**src/design/banked_memory_mapper_top_macros.svh**
```systemverilog
// Assertion macros for the banked memory mapper.
`ifndef BANKED_MEMORY_MAPPER_TOP_MACROS_SVH
`define BANKED_MEMORY_MAPPER_TOP_MACROS_SVH

// Checked at every clock edge while out of reset.
`define BMM_ASSERT(lbl, prop, msg) \
  lbl: assert property (@(posedge clk_i) disable iff (!rst_ni) (prop)) else $error(msg);

// Checked at every clock edge, reset included.
`define BMM_ASSERT_ALWAYS(lbl, prop, msg) \
  lbl: assert property (@(posedge clk_i) (prop)) else $error(msg);

`endif

```
**src/design/bmm_pkg.sv**
```systemverilog
// Types and constants shared by the banked memory mapper modules.
package bmm_pkg;

  localparam int unsigned AddrW   = 16;
  localparam int unsigned DataW   = 8;
  localparam int unsigned OffsetW = 18;

  localparam logic [7:0] PortMode  = 8'hfd;
  localparam logic [7:0] PortPages = 8'hfe;

  localparam logic       FuncMem  = 1'b0;
  localparam logic       FuncPort = 1'b1;

  localparam logic [3:0] RamPageCommon = 4'hf;
  localparam logic [2:0] RomPageNone   = 3'd7;

  typedef enum logic [1:0] {
    MODE_BOOT   = 2'd0,
    MODE_RAM    = 2'd1,
    MODE_BASIC  = 2'd2,
    MODE_EXTRAM = 2'd3
  } map_mode_e;

  typedef enum logic [2:0] {
    TGT_NONE   = 3'd0,
    TGT_BOOT   = 3'd1,
    TGT_BASIC  = 3'd2,
    TGT_EXT    = 3'd3,
    TGT_RAM    = 3'd4,
    TGT_COMMON = 3'd5
  } target_e;

  typedef struct packed {
    logic             func;
    logic [AddrW-1:0] address;
    logic [DataW-1:0] data;
  } bmm_req_t;

  typedef struct packed {
    target_e            target;
    logic [OffsetW-1:0] offset;
    logic               writable;
  } bmm_rsp_t;

  typedef struct packed {
    map_mode_e  map_mode;
    logic [2:0] rom_page;
    logic [3:0] ram_page;
  } bmm_cfg_t;

endpackage

```
**src/design/bmm_translate.sv**
```systemverilog
// Address decode: memory address plus bank registers to target, offset, writable.
module bmm_translate (
  input  logic [bmm_pkg::AddrW-1:0] address_i,
  input  bmm_pkg::bmm_cfg_t         cfg_i,
  output bmm_pkg::bmm_rsp_t         rsp_o
);
  import bmm_pkg::*;

  logic [12:0] rel_rom;
  logic [13:0] rel_up;
  logic [2:0]  rp;
  logic [3:0]  pp;

  assign rel_rom = address_i[12:0];
  assign rel_up  = address_i[13:0];
  assign rp      = cfg_i.rom_page;
  assign pp      = cfg_i.ram_page;

  always_comb begin
    rsp_o = '{target: TGT_NONE, offset: '0, writable: 1'b0};
    if (cfg_i.map_mode == MODE_RAM) begin
      if (address_i[15:11] == 5'h1f) begin
        rsp_o = '{TGT_COMMON, OffsetW'(address_i[10:0]), 1'b1};
      end else begin
        rsp_o = '{TGT_RAM, OffsetW'(address_i), 1'b1};
      end
    end else if (address_i[15:14] == 2'b01 || address_i[15:14] == 2'b10) begin
      rsp_o = '{TGT_RAM, OffsetW'(address_i), 1'b1};
    end else if (address_i[15:14] == 2'b11) begin
      // upper 16K window, selected by ram page
      if (pp == RamPageCommon) begin
        if (address_i[15:11] == 5'h1f) begin
          rsp_o = '{TGT_COMMON, OffsetW'(address_i[10:0]), 1'b1};
        end
      end else if (cfg_i.map_mode == MODE_EXTRAM) begin
        // bank p at 0x10000 + p*0x4000, i.e. 16K bank number p+4
        if (pp <= 4'd11) begin
          rsp_o = '{TGT_RAM, {pp + 4'd4, rel_up}, 1'b1};
        end
      end else if (pp == 4'd0) begin
        rsp_o = '{TGT_RAM, OffsetW'(address_i), 1'b1};
      end else if (pp == 4'd1) begin
        rsp_o = '{TGT_RAM, OffsetW'(rel_up), 1'b1};
      end else if (cfg_i.map_mode == MODE_BASIC && pp <= 4'd13) begin
        rsp_o = '{TGT_RAM, {pp + 4'd2, rel_up}, 1'b1};
      end
    end else if (cfg_i.map_mode == MODE_BOOT) begin
      if (!address_i[13]) begin
        rsp_o = '{TGT_BOOT, OffsetW'({1'b1, address_i[11:0]}), 1'b0};
      end else begin
        rsp_o = '{TGT_BASIC, OffsetW'(address_i), 1'b0};
      end
    end else if (!address_i[13]) begin
      if (cfg_i.map_mode == MODE_BASIC) begin
        rsp_o = '{TGT_BASIC, OffsetW'(address_i), 1'b0};
      end else begin
        rsp_o = '{TGT_RAM, OffsetW'(address_i), 1'b1};
      end
    end else begin
      // 0x2000 window, selected by rom page
      if (rp >= 3'd3 && rp <= 3'd6) begin
        rsp_o = '{TGT_EXT, OffsetW'({2'(rp - 3'd3), rel_rom}), 1'b0};
      end else if (rp == RomPageNone) begin
        rsp_o = '{target: TGT_NONE, offset: '0, writable: 1'b0};
      end else if (cfg_i.map_mode == MODE_BASIC) begin
        rsp_o = '{TGT_BASIC, OffsetW'({rp + 3'd1, rel_rom}), 1'b0};
      end else if (rp == 3'd0) begin
        rsp_o = '{TGT_RAM, OffsetW'(address_i), 1'b1};
      end else if (rp == 3'd1) begin
        rsp_o = '{TGT_RAM, OffsetW'({3'b110, rel_rom}), 1'b1};
      end else begin
        rsp_o = '{TGT_RAM, OffsetW'({3'b111, rel_rom}), 1'b1};
      end
    end
  end

endmodule

```
**src/design/banked_memory_mapper_top.sv**
```systemverilog
// Top level of the banked memory mapper: input stage, bank registers, result register.
`include "banked_memory_mapper_top_macros.svh"

// Banked memory mapper. Each item on the input channel is either a memory
// access (func 0), which yields one result item with the target memory,
// the byte offset inside it and a writable flag, or a port write (func 1),
// which yields no result: port 0xfd loads the map mode from data[1:0], port
// 0xfe loads the ROM page from data[2:0] and the RAM page from data[7:4];
// other ports are ignored. Items pass through two registers: an input stage,
// where the address is decoded against the bank registers and port writes
// take effect, and a result register. A new item is accepted every cycle while
// the input is ready; a memory access moves from the input stage into the
// result register once that register is free.
// The input stays ready while a result waits, as long as the input stage can
// move on (it is empty, holds a port write, or the result register frees up).
// Port writes are applied in order, so an access right after a port write
// already sees the new mapping. All bank registers reset to 0 (mode 0).
module banked_memory_mapper_top (
  input  logic              clk_i,
  input  logic              rst_ni,
  input  logic              in_valid_i,
  output logic              in_ready_o,
  input  bmm_pkg::bmm_req_t in_req_i,
  output logic              out_valid_o,
  input  logic              out_ready_i,
  output bmm_pkg::bmm_rsp_t out_rsp_o
);
  import bmm_pkg::*;

  // input stage
  logic     s1_valid_q;
  bmm_req_t s1_q;
  logic     s1_adv;
  logic     s1_is_port;

  // bank registers
  bmm_cfg_t cfg_q, cfg_d;

  // result register
  logic     out_valid_q, out_valid_d;
  bmm_rsp_t out_q;
  bmm_rsp_t xlat_rsp;
  logic     out_free;

  assign s1_is_port = s1_q.func == FuncPort;
  assign out_free   = !out_valid_q || out_ready_i;
  // a port write leaves without touching the result register
  assign s1_adv     = s1_valid_q && (s1_is_port || out_free);
  assign in_ready_o = !s1_valid_q || s1_adv;

  bmm_translate u_xlat (
    .address_i (s1_q.address),
    .cfg_i     (cfg_q),
    .rsp_o     (xlat_rsp)
  );

  always_comb begin
    cfg_d = cfg_q;
    if (s1_adv && s1_is_port) begin
      case (s1_q.address[7:0])
        PortMode: begin
          cfg_d.map_mode = map_mode_e'(s1_q.data[1:0]);
        end
        PortPages: begin
          cfg_d.rom_page = s1_q.data[2:0];
          cfg_d.ram_page = s1_q.data[7:4];
        end
        default: begin
          cfg_d = cfg_q;
        end
      endcase
    end
  end

  always_comb begin
    out_valid_d = out_valid_q && !out_ready_i;
    if (s1_adv && !s1_is_port) begin
      out_valid_d = 1'b1;
    end
  end

  always_ff @(posedge clk_i or negedge rst_ni) begin
    if (!rst_ni) begin
      s1_valid_q  <= 1'b0;
      out_valid_q <= 1'b0;
      cfg_q       <= '{map_mode: MODE_BOOT, rom_page: '0, ram_page: '0};
    end else begin
      if (in_ready_o) begin
        s1_valid_q <= in_valid_i;
      end
      out_valid_q <= out_valid_d;
      cfg_q       <= cfg_d;
    end
  end

  always_ff @(posedge clk_i) begin
    if (in_valid_i && in_ready_o) begin
      s1_q <= in_req_i;
    end
    if (s1_adv && !s1_is_port) begin
      out_q <= xlat_rsp;
    end
  end

  assign out_valid_o = out_valid_q;
  assign out_rsp_o   = out_q;

  // the input only stalls when both stages hold a blocked memory access
  `BMM_ASSERT(a_stall_cause, !in_ready_o |-> (s1_valid_q && out_valid_q && !out_ready_i && !s1_is_port), "input stalled without a blocked access")
  // unmapped windows carry a zero offset and drop writes
  `BMM_ASSERT(a_unmapped_clean, (out_valid_o && out_rsp_o.target == TGT_NONE) |-> (out_rsp_o.offset == '0 && !out_rsp_o.writable), "unmapped result not clean")
  // ROM targets are never writable
  `BMM_ASSERT(a_rom_readonly, (out_valid_o && (out_rsp_o.target == TGT_BOOT || out_rsp_o.target == TGT_BASIC || out_rsp_o.target == TGT_EXT)) |-> !out_rsp_o.writable, "ROM result marked writable")
  // map mode only moves after a write to the mode port
  `BMM_ASSERT(a_mode_source, !$stable(cfg_q.map_mode) |-> $past(s1_adv && s1_is_port && s1_q.address[7:0] == PortMode), "map mode changed without a port write")
  // nothing is presented during reset (the first edge may still see an unset flop)
  `BMM_ASSERT_ALWAYS(a_reset_quiet, !rst_ni |-> (out_valid_o !== 1'b1), "result valid during reset")

endmodule
```
**config.mk**
```make
export PLATFORM = sky130hd
export DESIGN_NAME = banked_memory_mapper_top
export DESIGN_NICKNAME = d
export VERILOG_FILES = /design/src/design/bmm_pkg.sv /design/src/design/bmm_translate.sv /design/src/design/banked_memory_mapper_top.sv
export VERILOG_INCLUDE_DIRS = /design/src /design/src/design
export SDC_FILE = /design/constraint.sdc
export NUM_CORES = 1
export LEC_CHECK = 0
export ABC_AREA = 1
export BUFFER_PORTS_ARGS = -buffer_cell sky130_fd_sc_hd__buf_2
export CAP_MARGIN = 20
export CORE_ASPECT_RATIO = 1.25
export CORE_UTILIZATION = 39
export CTS_CLUSTER_SIZE = 30
export DETAILED_ROUTE_END_ITERATION = 7
export PLACE_DENSITY = 0.6
export REMOVE_ABC_BUFFERS = 1
export SLEW_MARGIN = 25
export SYNTH_ARGS = -nofsm -noshare
export SYNTH_HDL_FRONTEND = slang
export SYNTH_HIERARCHICAL = 1
export SYNTH_SLANG_ARGS = --single-unit
```
**constraint.sdc**
```tcl
create_clock -name clk_i -period 3.95 [get_ports clk_i]
set_clock_uncertainty 0.15 [all_clocks]
set_input_delay 0.79 -clock clk_i [delete_from_list [all_inputs] [get_ports clk_i]]
set_output_delay 0.79 -clock clk_i [all_outputs]
set_load 0.01 [all_outputs]
```
### Word-level counts from Yosys, hierarchy flattened

Cells that the tools add are included.

* flip-flop bits (word level): 58
* latch bits: 0
* bits in writable memories: 0
* bits in read-only memories: 0
* input bits: 29
* output and inout port bits: 24
* logic and storage cells: 73
* memories: 0

* add/sub/neg operators: 4
* multiply operators: 0
* divide/modulo/power cells: 0
* magnitude comparators: 4
* equal/unequal tests: 13
* shifts and indexed selects: 0
* muxes and demuxes: 21
* bitwise gates (word level): 0
* reductions and logical operators: 20

Operators by type and width (count)
* $mux W22: 17
* $mux W21: 1
* $mux W20: 1
* $eq A8 B8 Y1 const B: 2
* $mux W15: 1
* $eq A2 B2 Y1 const B: 4
* $le A4 B4 Y1 const B: 2
* $logic_and A1 B1 Y1: 7
* $eq A5 B5 Y1 const B: 1
* $add A4 B2 Y4 const B: 1
* $add A4 B3 Y4 const B: 1
* $eq A2 B1 Y1 const B: 2
* $eq A4 B1 Y1 const B: 1
* $eq A4 B4 Y1 const B: 1
* $logic_not A1 Y1: 4
* $logic_not A4 Y1: 1
* $logic_or A1 B1 Y1: 4
* $reduce_and A2 Y1: 2
* $add A3 B1 Y3 const B: 1
* $eq A3 B1 Y1 const B: 1
* $eq A3 B3 Y1 const B: 1
* $ge A3 B2 Y1 const B: 1
* $le A3 B3 Y1 const B: 1
* $logic_not A3 Y1: 1
* other kinds (3): 3

### Depth between registers and ports, before layout

* depth in word-level cells: 11
* mapped depth: 13
* gate-level depth less buffers: 12

### By module

The synthesis kept the hierarchy.

Modules (own cells, without submodules)
* banked_memory_mapper_top: times used 1, cells an instance 110, area an instance 1911.8 um^2, seq. area each 1656.6 um^2
* bmm_translate: times used 1, cells an instance 159, area an instance 820.8 um^2, seq. area each 0.0 um^2

### Worst setup path after synthesis

OpenSTA, ideal clock, no wires.

* kind: input -> register
* start: in out_ready_i
* end: reg s1_q (netlist bit s1_is_port) (enable)
* library setup time: 0.405 ns
* data arrival time: 1.961 ns
* required time: 3.395 ns
* setup slack: 1.434 ns
* stages on the path: 4
* path buffers: 0
* cell sequence: nor2_1 -> inv_1 -> nor2_1 -> nor2_1

* cells in the longest elaborated chain, start to end: 5

Ends and longest elaborated chain
* from (decl): line banked_memory_mapper_top.sv:25 `input logic out_ready_i,`
* $logic_or A1 B1 Y1: line banked_memory_mapper_top.sv:46 `assign out_free = !out_valid_q || out_ready_i;`
* $logic_or A1 B1 Y1: line banked_memory_mapper_top.sv:48 `assign s1_adv = s1_valid_q && (s1_is_port || out_free);`
* $logic_and A1 B1 Y1: line banked_memory_mapper_top.sv:48
* $logic_or A1 B1 Y1: line banked_memory_mapper_top.sv:49 `assign in_ready_o = !s1_valid_q || s1_adv;`
* $logic_and A1 B1 Y1: line banked_memory_mapper_top.sv:97 `if (in_valid_i && in_ready_o) begin`
* to (signal assigned): line banked_memory_mapper_top.sv:98 `s1_q <= in_req_i;`
* to (decl): line banked_memory_mapper_top.sv:32 `bmm_req_t s1_q;`

No other way between the ends.
A chain may end at the register's enable or synchronous reset.

### Worst setup path after layout

* start: in out_ready_i
* end: out in_ready_o

* cells in the longest elaborated chain, start to end: 4

Ends and longest elaborated chain
* $logic_or A1 B1 Y1: line banked_memory_mapper_top.sv:46
* $logic_or A1 B1 Y1: line banked_memory_mapper_top.sv:48
* $logic_and A1 B1 Y1: line banked_memory_mapper_top.sv:48
* $logic_or A1 B1 Y1: line banked_memory_mapper_top.sv:49
* to (decl): line banked_memory_mapper_top.sv:22 `output logic in_ready_o,`

No other way between the ends.

==> flow_summary.toml <==
[outcome]
status = "completed"

[die]
core_mm2 = 0.00665
num_io_pins = 53
row_count = 33
dieArea_mm2 = 0.00735
dieWidth_um = 76.9
die_h_um = 95.6
initial_core_util_pct = 41.1

[final_layout]
syn2layout_area_growth_pct = 20.1
utilization_pct = 49.4
layout.cells.non_filler = 419
fill_cells = 595
drive_gt1_share_pct = 26.5
diodes = 0
final_net_count = 367

[clock_network]
clk_pin_slew_ns = 0.07
clk_latency_ns = 0.33
cts_resized = 0
cts_root_buffer = "clkbuf_8"
holdBufCountCts = 0
clockBufferDepth = 2
cts_setup_buffers = 0
cts_sinks = 57
tritoncts = "built"
cts_buffers = 9
h-tree-depth = 3

[placed_design]
post-dp-hpwl_um = 3570
routabilityCongestion = 0.823
dpl.cell_count = 404
io_buffers = 51

[routing]
routed_wl_um = 4940
routedWlPerCell_um = 11.8
ant_nets = 0
vias_per_cell = 4.62
drc = 0
drt_iter0_markers = 76
firstDrtPassIters = 4
via_count = 1935

[global_routing]
grt_util_met2_pct = 26.6
grt_max_degree = 23
grt_pass1_vias = 1775
met1_usage_pct = 15.7
grt_antenna_before_repair = 0
grt_busiest_layer = "met2"
grt_overflow = 0
grt_use_total_pct = 14.9
grtUsageMet3_pct = 5.36
grt_pass1_wl_um = 8110

[timing]
finalSetupTns_ns = 0
drv_slew = 0
finalHoldViolations = 0
rsz0062_at_grt = "false"
worst_pin_slew_ns = 0.768
fin_crit_sh_pct = 63.6
timing.final.crit_period_ns = 2.51
fmax_mhz = 398
slew_headroom_pct = 48.6
finalSetupViolCount = 0

[setup_path]
critPathArrivalTime_ns = 1.57
worst_setup_path_start_kind = "input port"
cp-end-kind = "output port"
worstPathMaxFanout = 2
worstPathRequired_ns = 3.01
path_class = "in2out"

[synthesis]
yosysWarnings = 6
ys_seq_area_share_pct = 60.6
synthesis.area_mm2 = 0.00273
ys_ff_latch = 57
synthCells = 269
syn_avg_cell_area_um2 = 10.2
synth_cell_type_count = 26

[run]
drv_cap = 0

[worst_hold_path]
min-delay-path-class = "in2async"

[power]
irDropWorstVdd_mv = 0.300
pwr_density_cell_mw_per_mm2 = 432
power_leakage_nw = 1.56
layer usage:
| layer | share of wire (%) | vias to the layer above |
|---|---|---|
| li1 | - | 1002 |
| met4 | 1.2 | 0 |
| met5 | 0 | - |
| met3 | 5.2 | 8 |
| met1 | 42 | 874 |
| met2 | 51 | 51 |
synth_stat cells (all sizes together):
| cell | number | area share [%] |
|---|---|---|
| inv | 45 | 6.2 |
| a32oi | 1 | 0.32 |
| edfxtp | 46 | 51 |
| nand3 | 19 | 4.0 |
| nand3b | 1 | 0.27 |
| dfrtp | 11 | 10 |
| nand2 | 78 | 11 |
| a22oi | 1 | 0.27 |
| nor2 | 26 | 4.9 |
| buf | 4 | 1.4 |
| nor3 | 1 | 0.18 |
| ha | 10 | 4.6 |
| o211ai | 2 | 0.55 |
| xor2 | 1 | 0.32 |
| a21oi | 7 | 1.3 |
| nand4 | 12 | 3.0 |
| o21ai | 4 | 0.73 |
critical path, stage by stage:
cell	delay [ns]
buf_2	0.10
nor2_1	0.22
inv_1	0.09
nor2_1	0.16
inv_1	0.08
buf_2	0.14
layout make-up:
class                           instances  area [µm²]  share of cell area [%]
Clock inverter                          6        82.6                    2.52
Multi-Input combinational cell        163         880                    26.8
Inverter                               45         169                    5.14
Tap cell                               87         109                    3.32
Timing Repair Buffer                   52         263                    8.00
Sequential cell                        57        1660                    50.5
Clock buffer                            9         124                    3.77
flip-flops by register name, indices dropped and copies added (netlist names):
name	cells
s1_q	23
out_rsp_o	22
cfg_q	9
out_valid_o	1
s1_is_port	1
s1_valid_q	1
metrics by stage:
step           instance area [µm²]  setup WS, ns  power [mW]  hold slack, ns
3_3_place_gp                  3070          1.54       0.846           0.338
4_1_cts                       3280          1.53        1.44           0.172
3_5_place_dp                  3070          1.53       0.849           0.339
6_report                      3280          1.44        1.42           0.171
5_1_grt                       3280          1.34        1.49           0.175
2_1_floorplan                 2700          1.43       0.799           0.324
worst paths after layout:
| path | startpoint | endpoint | slack (ns) | cells after the start |
|---|---|---|---|---|
| worst max-delay path | out_ready_i | in_ready_o | 1.44 | 6 |
| worst min-delay path | rst_ni | cfg_q[8] | 0.17 | 1 |
| worst max register to register | cfg_q[5] | out_rsp_o[8] | 1.73 | 10 |
| worst min register to register | s1_q[5] | cfg_q[1] | 0.35 | 2 |
| max in group asynchronous | rst_ni | cfg_q[6] | 3.26 | 1 |
| min in group clk_i | s1_q[5] | cfg_q[1] | 0.35 | 2 |
where the power goes:
group,internal (mW),switching (mW),total [mW]
registers,0.691,0.0172,0.708
logic,0.0472,0.0804,0.128
clock network,0.349,0.233,0.582
total,1.09,0.330,1.42
layout by cell type, fill, tap and decap left out, types with 2 or more instances in the layout:
master,count
nand2_1,73
nor2_2,7
nand2_2,4
bufinv_16,2
o211ai_1,2
ha_1,10
a21oi_1,7
o21ai_0,3
inv_2,2
nand4_1,11
nand3_2,3
nor2_4,4
dfrtp_1,11
inv_1,43
clkinv_2,2
edfxtp_1,46
clkbuf_8,9
nor2_1,15
buf_2,51
nand3_1,16
kinds of logic (layout without fill, tap and decap cells):
kind of cell / count (synthesis) / count (layout) / share of synthesized area, %
AO/OA/AOI/OAI: 15 / 15 / 3.16
flip-flops: 57 / 57 / 60.6
XOR/XNOR: 1 / 1 / 0.321
adder cells (fa/ha/maj): 10 / 10 / 4.58
AND/OR/NAND/NOR: 137 / 137 / 23.8
buffers and inverters: 49 / 112 / 7.55
(Power assumes the default switching activity.)
